### src/hw/rtl/einr_pkg.sv
// ----------------------------------------------------------------------------
// einr_pkg
// Shared constants and sequencer states for the exact integer nth root core.
// ----------------------------------------------------------------------------
package einr_pkg;

	localparam int VALUE_BITS_DEF = 31;
	localparam int DEG_BITS       = 5;
	localparam int BASE_BITS      = 16;

	localparam logic [BASE_BITS-1:0] MIN_BASE = 16'd2;
	localparam logic [BASE_BITS-1:0] MAX_BASE = 16'd65535;
	// smallest value a base of two can reach with degree two
	localparam int                   MIN_POW  = 4;
	localparam logic [DEG_BITS-1:0]  MIN_DEG  = 5'd2;

	typedef enum logic [2:0] {
		ST_IDLE,
		ST_PICK,
		ST_MUL,
		ST_CHK,
		ST_DONE
	} state_t;

endpackage

### src/hw/rtl/exact_integer_nth_root_core.sv
// ----------------------------------------------------------------------------
// exact_integer_nth_root_core
// Finds the base b >= 2 with b**degree == value, by binary search over
// bases with one shared multiplier raising each probe step by step.
// Sequence: trivial inputs (degree below two or value below four) go from
// IDLE straight to DONE; otherwise each probe runs PICK, then MUL and CHK for
// each multiply step (m <= degree steps), over at most 16 probes, then DONE,
// where the result waits while the output stalls.
// Throughput: one item at a time; s_tready is high only while idle.
// Large probes stop early once the running power passes the value.
// Reset: arst_n clears the sequencer and the output valid; data regs keep.
// ----------------------------------------------------------------------------
module exact_integer_nth_root_core #(
	parameter int VALUE_BITS = einr_pkg::VALUE_BITS_DEF,
	localparam int IN_W  = ((VALUE_BITS + einr_pkg::DEG_BITS + 7) / 8) * 8
) (
	input  logic                           clk,
	input  logic                           arst_n,
	// value [VALUE_BITS-1:0], degree [VALUE_BITS+4:VALUE_BITS], zero pad above
	input  logic [IN_W-1:0]                s_tdata,
	input  logic                           s_tvalid,
	output logic                           s_tready,
	// base [15:0]
	output logic [einr_pkg::BASE_BITS-1:0] m_tdata,
	// found [0]
	output logic                           m_tuser,
	output logic                           m_tvalid,
	input  logic                           m_tready
);

	localparam int BB = einr_pkg::BASE_BITS;
	localparam int DB = einr_pkg::DEG_BITS;
	localparam int PW = VALUE_BITS + BB;

	einr_pkg::state_t state_q, state_d;

	logic [VALUE_BITS-1:0] v_q;
	logic [DB-1:0]         d_q;
	logic [DB-1:0]         k_q;
	logic [BB:0]           lo_q;
	logic [BB-1:0]         hi_q;
	logic [BB-1:0]         mid_q;
	logic [VALUE_BITS-1:0] acc_q;
	logic [PW-1:0]         prod_q;
	logic [BB-1:0]         hit_q;

	logic [BB-1:0]         out_base_q;
	logic                  out_found_q;
	logic                  out_valid_q;

	logic                  in_xfer;
	logic                  trivial;
	logic                  range_empty;
	logic [BB:0]           mid_sum;
	logic                  over;
	logic                  equal;
	logic                  last_step;
	logic                  out_free;
	logic [DB-1:0]         k_next;

	assign in_xfer     = s_tvalid && s_tready;
	assign trivial     = (s_tdata[VALUE_BITS+DB-1:VALUE_BITS] < einr_pkg::MIN_DEG)
		|| (s_tdata[VALUE_BITS-1:0] < VALUE_BITS'(einr_pkg::MIN_POW));
	assign range_empty = lo_q > {1'b0, hi_q};
	assign mid_sum     = lo_q + {1'b0, hi_q};
	assign over        = prod_q > {{BB{1'b0}}, v_q};
	assign equal       = prod_q == {{BB{1'b0}}, v_q};
	assign k_next      = k_q + DB'(1);
	assign last_step   = k_next == d_q;
	assign out_free    = !out_valid_q || m_tready;

	// next state
	always_comb begin
		state_d = state_q;
		case (state_q)
			einr_pkg::ST_IDLE: begin
				if (in_xfer) begin
					state_d = trivial ? einr_pkg::ST_DONE : einr_pkg::ST_PICK;
				end
			end
			einr_pkg::ST_PICK: begin
				state_d = range_empty ? einr_pkg::ST_DONE : einr_pkg::ST_MUL;
			end
			einr_pkg::ST_MUL: begin
				state_d = einr_pkg::ST_CHK;
			end
			einr_pkg::ST_CHK: begin
				if (over) begin
					state_d = einr_pkg::ST_PICK;
				end else if (last_step) begin
					state_d = equal ? einr_pkg::ST_DONE : einr_pkg::ST_PICK;
				end else begin
					state_d = einr_pkg::ST_MUL;
				end
			end
			einr_pkg::ST_DONE: begin
				if (out_free) begin
					state_d = einr_pkg::ST_IDLE;
				end
			end
			default: begin
				state_d = einr_pkg::ST_IDLE;
			end
		endcase
	end

	// handshake outputs
	always_comb begin
		s_tready = 1'b0;
		case (state_q)
			einr_pkg::ST_IDLE: s_tready = 1'b1;
			default:           s_tready = 1'b0;
		endcase
	end

	assign m_tdata  = out_base_q;
	assign m_tuser  = out_found_q;
	assign m_tvalid = out_valid_q;

	always_ff @(posedge clk or negedge arst_n) begin
		if (!arst_n) begin
			state_q     <= einr_pkg::ST_IDLE;
			out_valid_q <= 1'b0;
		end else begin
			state_q <= state_d;
			if (state_q == einr_pkg::ST_DONE && out_free) begin
				out_valid_q <= 1'b1;
			end else if (m_tready) begin
				out_valid_q <= 1'b0;
			end
		end
	end

	// search datapath
	always_ff @(posedge clk) begin
		case (state_q)
			einr_pkg::ST_IDLE: begin
				if (in_xfer) begin
					v_q   <= s_tdata[VALUE_BITS-1:0];
					d_q   <= s_tdata[VALUE_BITS+DB-1:VALUE_BITS];
					lo_q  <= {1'b0, einr_pkg::MIN_BASE};
					hi_q  <= einr_pkg::MAX_BASE;
					hit_q <= '0;
				end
			end
			einr_pkg::ST_PICK: begin
				mid_q <= mid_sum[BB:1];
				acc_q <= VALUE_BITS'(1);
				k_q   <= '0;
			end
			einr_pkg::ST_MUL: begin
				prod_q <= PW'(acc_q) * PW'(mid_q);
			end
			einr_pkg::ST_CHK: begin
				if (over) begin
					hi_q <= mid_q - BB'(1);
				end else begin
					acc_q <= prod_q[VALUE_BITS-1:0];
					k_q   <= k_next;
					if (last_step) begin
						if (equal) begin
							hit_q <= mid_q;
						end else begin
							lo_q <= {1'b0, mid_q} + (BB+1)'(1);
						end
					end
				end
			end
			einr_pkg::ST_DONE: begin
				if (out_free) begin
					out_base_q  <= hit_q;
					out_found_q <= hit_q != '0;
				end
			end
			default: begin
			end
		endcase
	end

`ifndef SYNTHESIS
	a_found_matches_base: assert property (@(posedge clk) disable iff (!arst_n)
		m_tvalid |-> (m_tuser == (m_tdata != '0)))
		else $error("found flag disagrees with base");

	a_step_below_degree: assert property (@(posedge clk) disable iff (!arst_n)
		(state_q == einr_pkg::ST_MUL) |-> (k_q < d_q))
		else $error("multiply step count reached degree");

	a_power_bounded: assert property (@(posedge clk) disable iff (!arst_n)
		(state_q == einr_pkg::ST_MUL) |-> (acc_q <= v_q))
		else $error("running power exceeds value");

	a_lo_floor: assert property (@(posedge clk) disable iff (!arst_n)
		(state_q == einr_pkg::ST_PICK) |-> (lo_q >= {1'b0, einr_pkg::MIN_BASE}))
		else $error("search low bound below minimum base");

	a_busy_after_take: assert property (@(posedge clk) disable iff (!arst_n)
		in_xfer |=> (state_q != einr_pkg::ST_IDLE))
		else $error("sequencer idle right after input transfer");
`endif

endmodule
### config.mk
export PLATFORM = sky130hd
export DESIGN_NAME = exact_integer_nth_root_core
export DESIGN_NICKNAME = d
export VERILOG_FILES = /design/src/hw/rtl/einr_pkg.sv /design/src/hw/rtl/exact_integer_nth_root_core.sv
export SDC_FILE = /design/constraint.sdc
export NUM_CORES = 2
export LEC_CHECK = 0
export BUFFER_PORTS_ARGS = -buffer_cell sky130_fd_sc_hd__buf_2
export CAP_MARGIN = 20
export CELL_PAD_IN_SITES_DETAIL_PLACEMENT = 1
export CELL_PAD_IN_SITES_GLOBAL_PLACEMENT = 1
export CORE_MARGIN = 8
export CORE_UTILIZATION = 47
export CTS_CLUSTER_DIAMETER = 40
export DETAILED_ROUTE_END_ITERATION = 12
export GPL_TIMING_DRIVEN = 1
export PLACE_DENSITY = 0.76
export SLEW_MARGIN = 20
export SYNTH_ARGS = -nofsm -noshare
export SYNTH_HDL_FRONTEND = slang
export SYNTH_SLANG_ARGS = --single-unit
### constraint.sdc
create_clock -name clk -period 6.85 [get_ports clk]
set_input_delay 1.37 -clock clk [delete_from_list [all_inputs] [get_ports clk]]
set_output_delay 1.37 -clock clk [all_outputs]
set_load 0.02 [all_outputs]
==> metrics.txt <==
Worst-Margin Slew=between 1 and 1.5 ns; CP max stage delay=~0.6 ns; largest cells by area after synthesis=fa_1, edfxtp_1, ha_1; Seq/Total Area, Yosys=between 20% and 30%; CTS tree=yes; Yosys reg bits=205; routed vias=roughly 18000; largest net degree at the start of global routing=between 60 and 70; Setup CP Type=register to register; Crit. End Element=register; top cell type's share of synthesized area=between 30% and 40%; P&R area growth vs syn=13.0%; NumNets Final=between 3000 and 4000; Async S/R FF share, synth=a little under 2%; Pre-Repair DR Iteration Count=5; Crit Path Max Fanout=8; area leader, netlist=fa_1; crit path time final=between 6 and 7 ns; Antenna Cells=0; DRT iter0 DRCs=857; row count=84; outcome=complete, no violations; share of post-route cells with drive strength above 1=10.8%; clk sinks=approximately 200; hold endpoint=m_tdata[2]$_DFFE_PP_; Worst R2R Path Depth=22; hold depth=0; Mapped Area=between 20000 and 30000 µm²; Worst Hold Class=register to register; Final setup viols=0; root buf cell=clkbuf_16; Clock transition at path regs=~0.05 ns; Die W=about 250 µm; global-route wire length before repair=around 120000 µm; Primary FF master, synth=edfxtp_1; total global-route track usage=between 20% and 30%; CP max-delay cell=fa_1; r2r startpoint=acc_q[18]$_SDFFCE_PP0P_; R2R Path End=prod_q[46]$_DFFE_PP_; clk_skew=about 0.019 ns; total gr overflow=0; Worst setup SP type=register; setup TNS=0 ns; Post-Syn Area per Cell=between 9 and 10 µm²; most used cell, CP=fa_1; CP cell instances=buf_12 > and2_1 > fa_1 > inv_1 > fa_1 > fa_1 > inv_1 > fa_1 > fa_1 > inv_1 > fa_1 > inv_1 > ha_1 > a21o_1 > a31o_1 > a221oi_2 > o22ai_1 > a211oi_4 > a21oi_2 > a21boi_1 > a41o_1 > xnor2_1; # DRC=0; hold buffer count at cts=0; Die Ht=around 250 µm; DP HPWL=55500 µm; Final period util=between 90% and 100%; worst hold start=hit_q[2]$_SDFFCE_PP0P_; Post-synth EDFFs=around 200; R2R Setup Slk=between 0.2 and 0.25 ns; Initial Utilization=47.5%; max cap viols=0; Slew HR=23.3%; DR vias/cell=approximately 5.4; syn nets=roughly 3100; max-slew violation count=0; die footprint=between 60000 and 70000 µm²; post-route ant nets=0; GP Congestion=~0.85; cells after synthesis=around 2500; IO Pins=63; number of buffers added on ports=58; Max Root-Sink Buffers=3; Core Area=52700 µm²; H-tree lvl count=2; Worst EP required=roughly 7.1 ns; routed wire length=~70000 µm; Yosys warnings=0; Hold Fails Final Rpt=0; Fmax=between 0.15 and 0.2 GHz; vias in the first global route=21566; WL per Instance=21.1 µm; worst skew pair latency=~0.54 ns; CP Data Arrival Time=between 6 and 7 ns; count of different cell masters after synthesis=between 70 and 80; antenna violations before repair=1; CTS buffer count=37
layer usage:
metal	wire, µm	global-route usage (%)
met1	27600	27.6
met2	37400	44.0
met3	2460	3.16
met4	2710	10.0
met5	0	0
synth_stat cells, drive strengths merged, types with 22 or more instances:
cell	count
fa	405
edfxtp	201
a21o	34
clkbuf	96
o21ai	33
a21oi	66
buf	23
nor3	22
ha	185
nor4	24
inv	481
and2	246
nand2	357
nand3	27
nor2	67
xnor2	51
xor2	34
cell families (layout without fill, tap and decap cells):
kind of cell	Yosys count	after routing	share of synthesized area (%)
XOR/XNOR	85	85	2.97
AO/OA/AOI/OAI	206	206	5.64
buffers and inverters	600	740	9.08
flip-flops	205	205	24.5
AND/OR/NAND/NOR	816	816	16.1
adder cells (fa/ha/maj)	590	590	41.6
multiplexers	2	2	0.0850
flip-flops by register name, summed over array words and instances, names as in the netlist:
| name | cells |
|---|---|
| acc_q | 31 |
| d_q | 5 |
| hi_q | 16 |
| hit_q | 16 |
| k_q | 5 |
| lo_q | 17 |
| m_tdata | 16 |
| m_tuser | 1 |
| m_tvalid | 1 |
| mid_q | 16 |
| prod_q | 47 |
| state_q | 3 |
| v_q | 31 |
layout make-up:
class                           instances  area, µm²
Clock buffer                           40        958
Clock inverter                         26        263
Fill cell                            5799      24400
Inverter                              481       1810
Multi-Input combinational cell       1699      16700
Sequential cell                       205       6140
Tap cell                              688        861
Timing Repair Buffer                  193       1570
worst max-delay path, delay by kind of cell, from the launching register on:
| kind | cells | cell delay (ns) |
|---|---|---|
| AOI/OAI and AO/OA | 8 | 1.77 |
| xor gates and xnor gates | 1 | 0.07 |
| adders and majority gates | 7 | 3.43 |
| buffers and inverters | 5 | 0.43 |
| DFF | 1 | 0.49 |
| and+or+nand+nor | 1 | 0.17 |
metrics by stage:
stage	instance area (µm²)	utilization [%]	hold WS, ns	cells	setup slack (ns)
CTS	28100	53.4	0.446	3320	0.0205
global placement	26900	51.0	0.430	3251	0.184
finish	28300	53.7	0.448	3332	0.223
detailed placement	26900	51.0	0.442	3251	0.0452
floorplan	25000	-	0.427	2504	0.448
global route	28300	53.7	0.468	3332	-0.0528
layout by cell type, fill, tap and decap left out, drive strengths merged, types with 9 or more instances in the layout:
cell type and count:
nor3 22, and3 9, o21bai 13, a21o 34, fa 405, nand3 27, and2 246, nor2b 10
xnor2 51, nor2 67, nand2 357, edfxtp 201, clkbuf 40, xor2 34, ha 185, inv 483
nand2b 10, nor4 24, clkinv 14, or3 9, o21ai 33, nand4 20, buf 193, a21oi 66
timing repair:
item,CTS,global route
endpoints found under the setup margin,1,15
pin swaps,0,2
hold endpoints to repair,0,0
setup buffers,3,11
gates resized for setup,0,14
worst max path at each step:
stage | from | endpoint | depth (start not counted)
global route | mid_q[5]$_DFFE_PN_ | prod_q[43]$_DFFE_PP_ | 23
finish | acc_q[18]$_SDFFCE_PP0P_ | prod_q[46]$_DFFE_PP_ | 22
global placement | mid_q[2]$_DFFE_PN_ | prod_q[46]$_DFFE_PP_ | 21
floorplan | mid_q[2]$_DFFE_PN_ | prod_q[44]$_DFFE_PP_ | 22
CTS | mid_q[2]$_DFFE_PN_ | prod_q[46]$_DFFE_PP_ | 21
detailed placement | mid_q[14]$_DFFE_PN_ | prod_q[43]$_DFFE_PP_ | 21
Power is not shown: default switching activity piles up to over one toggle a cycle in this logic, so the estimate is an artifact.
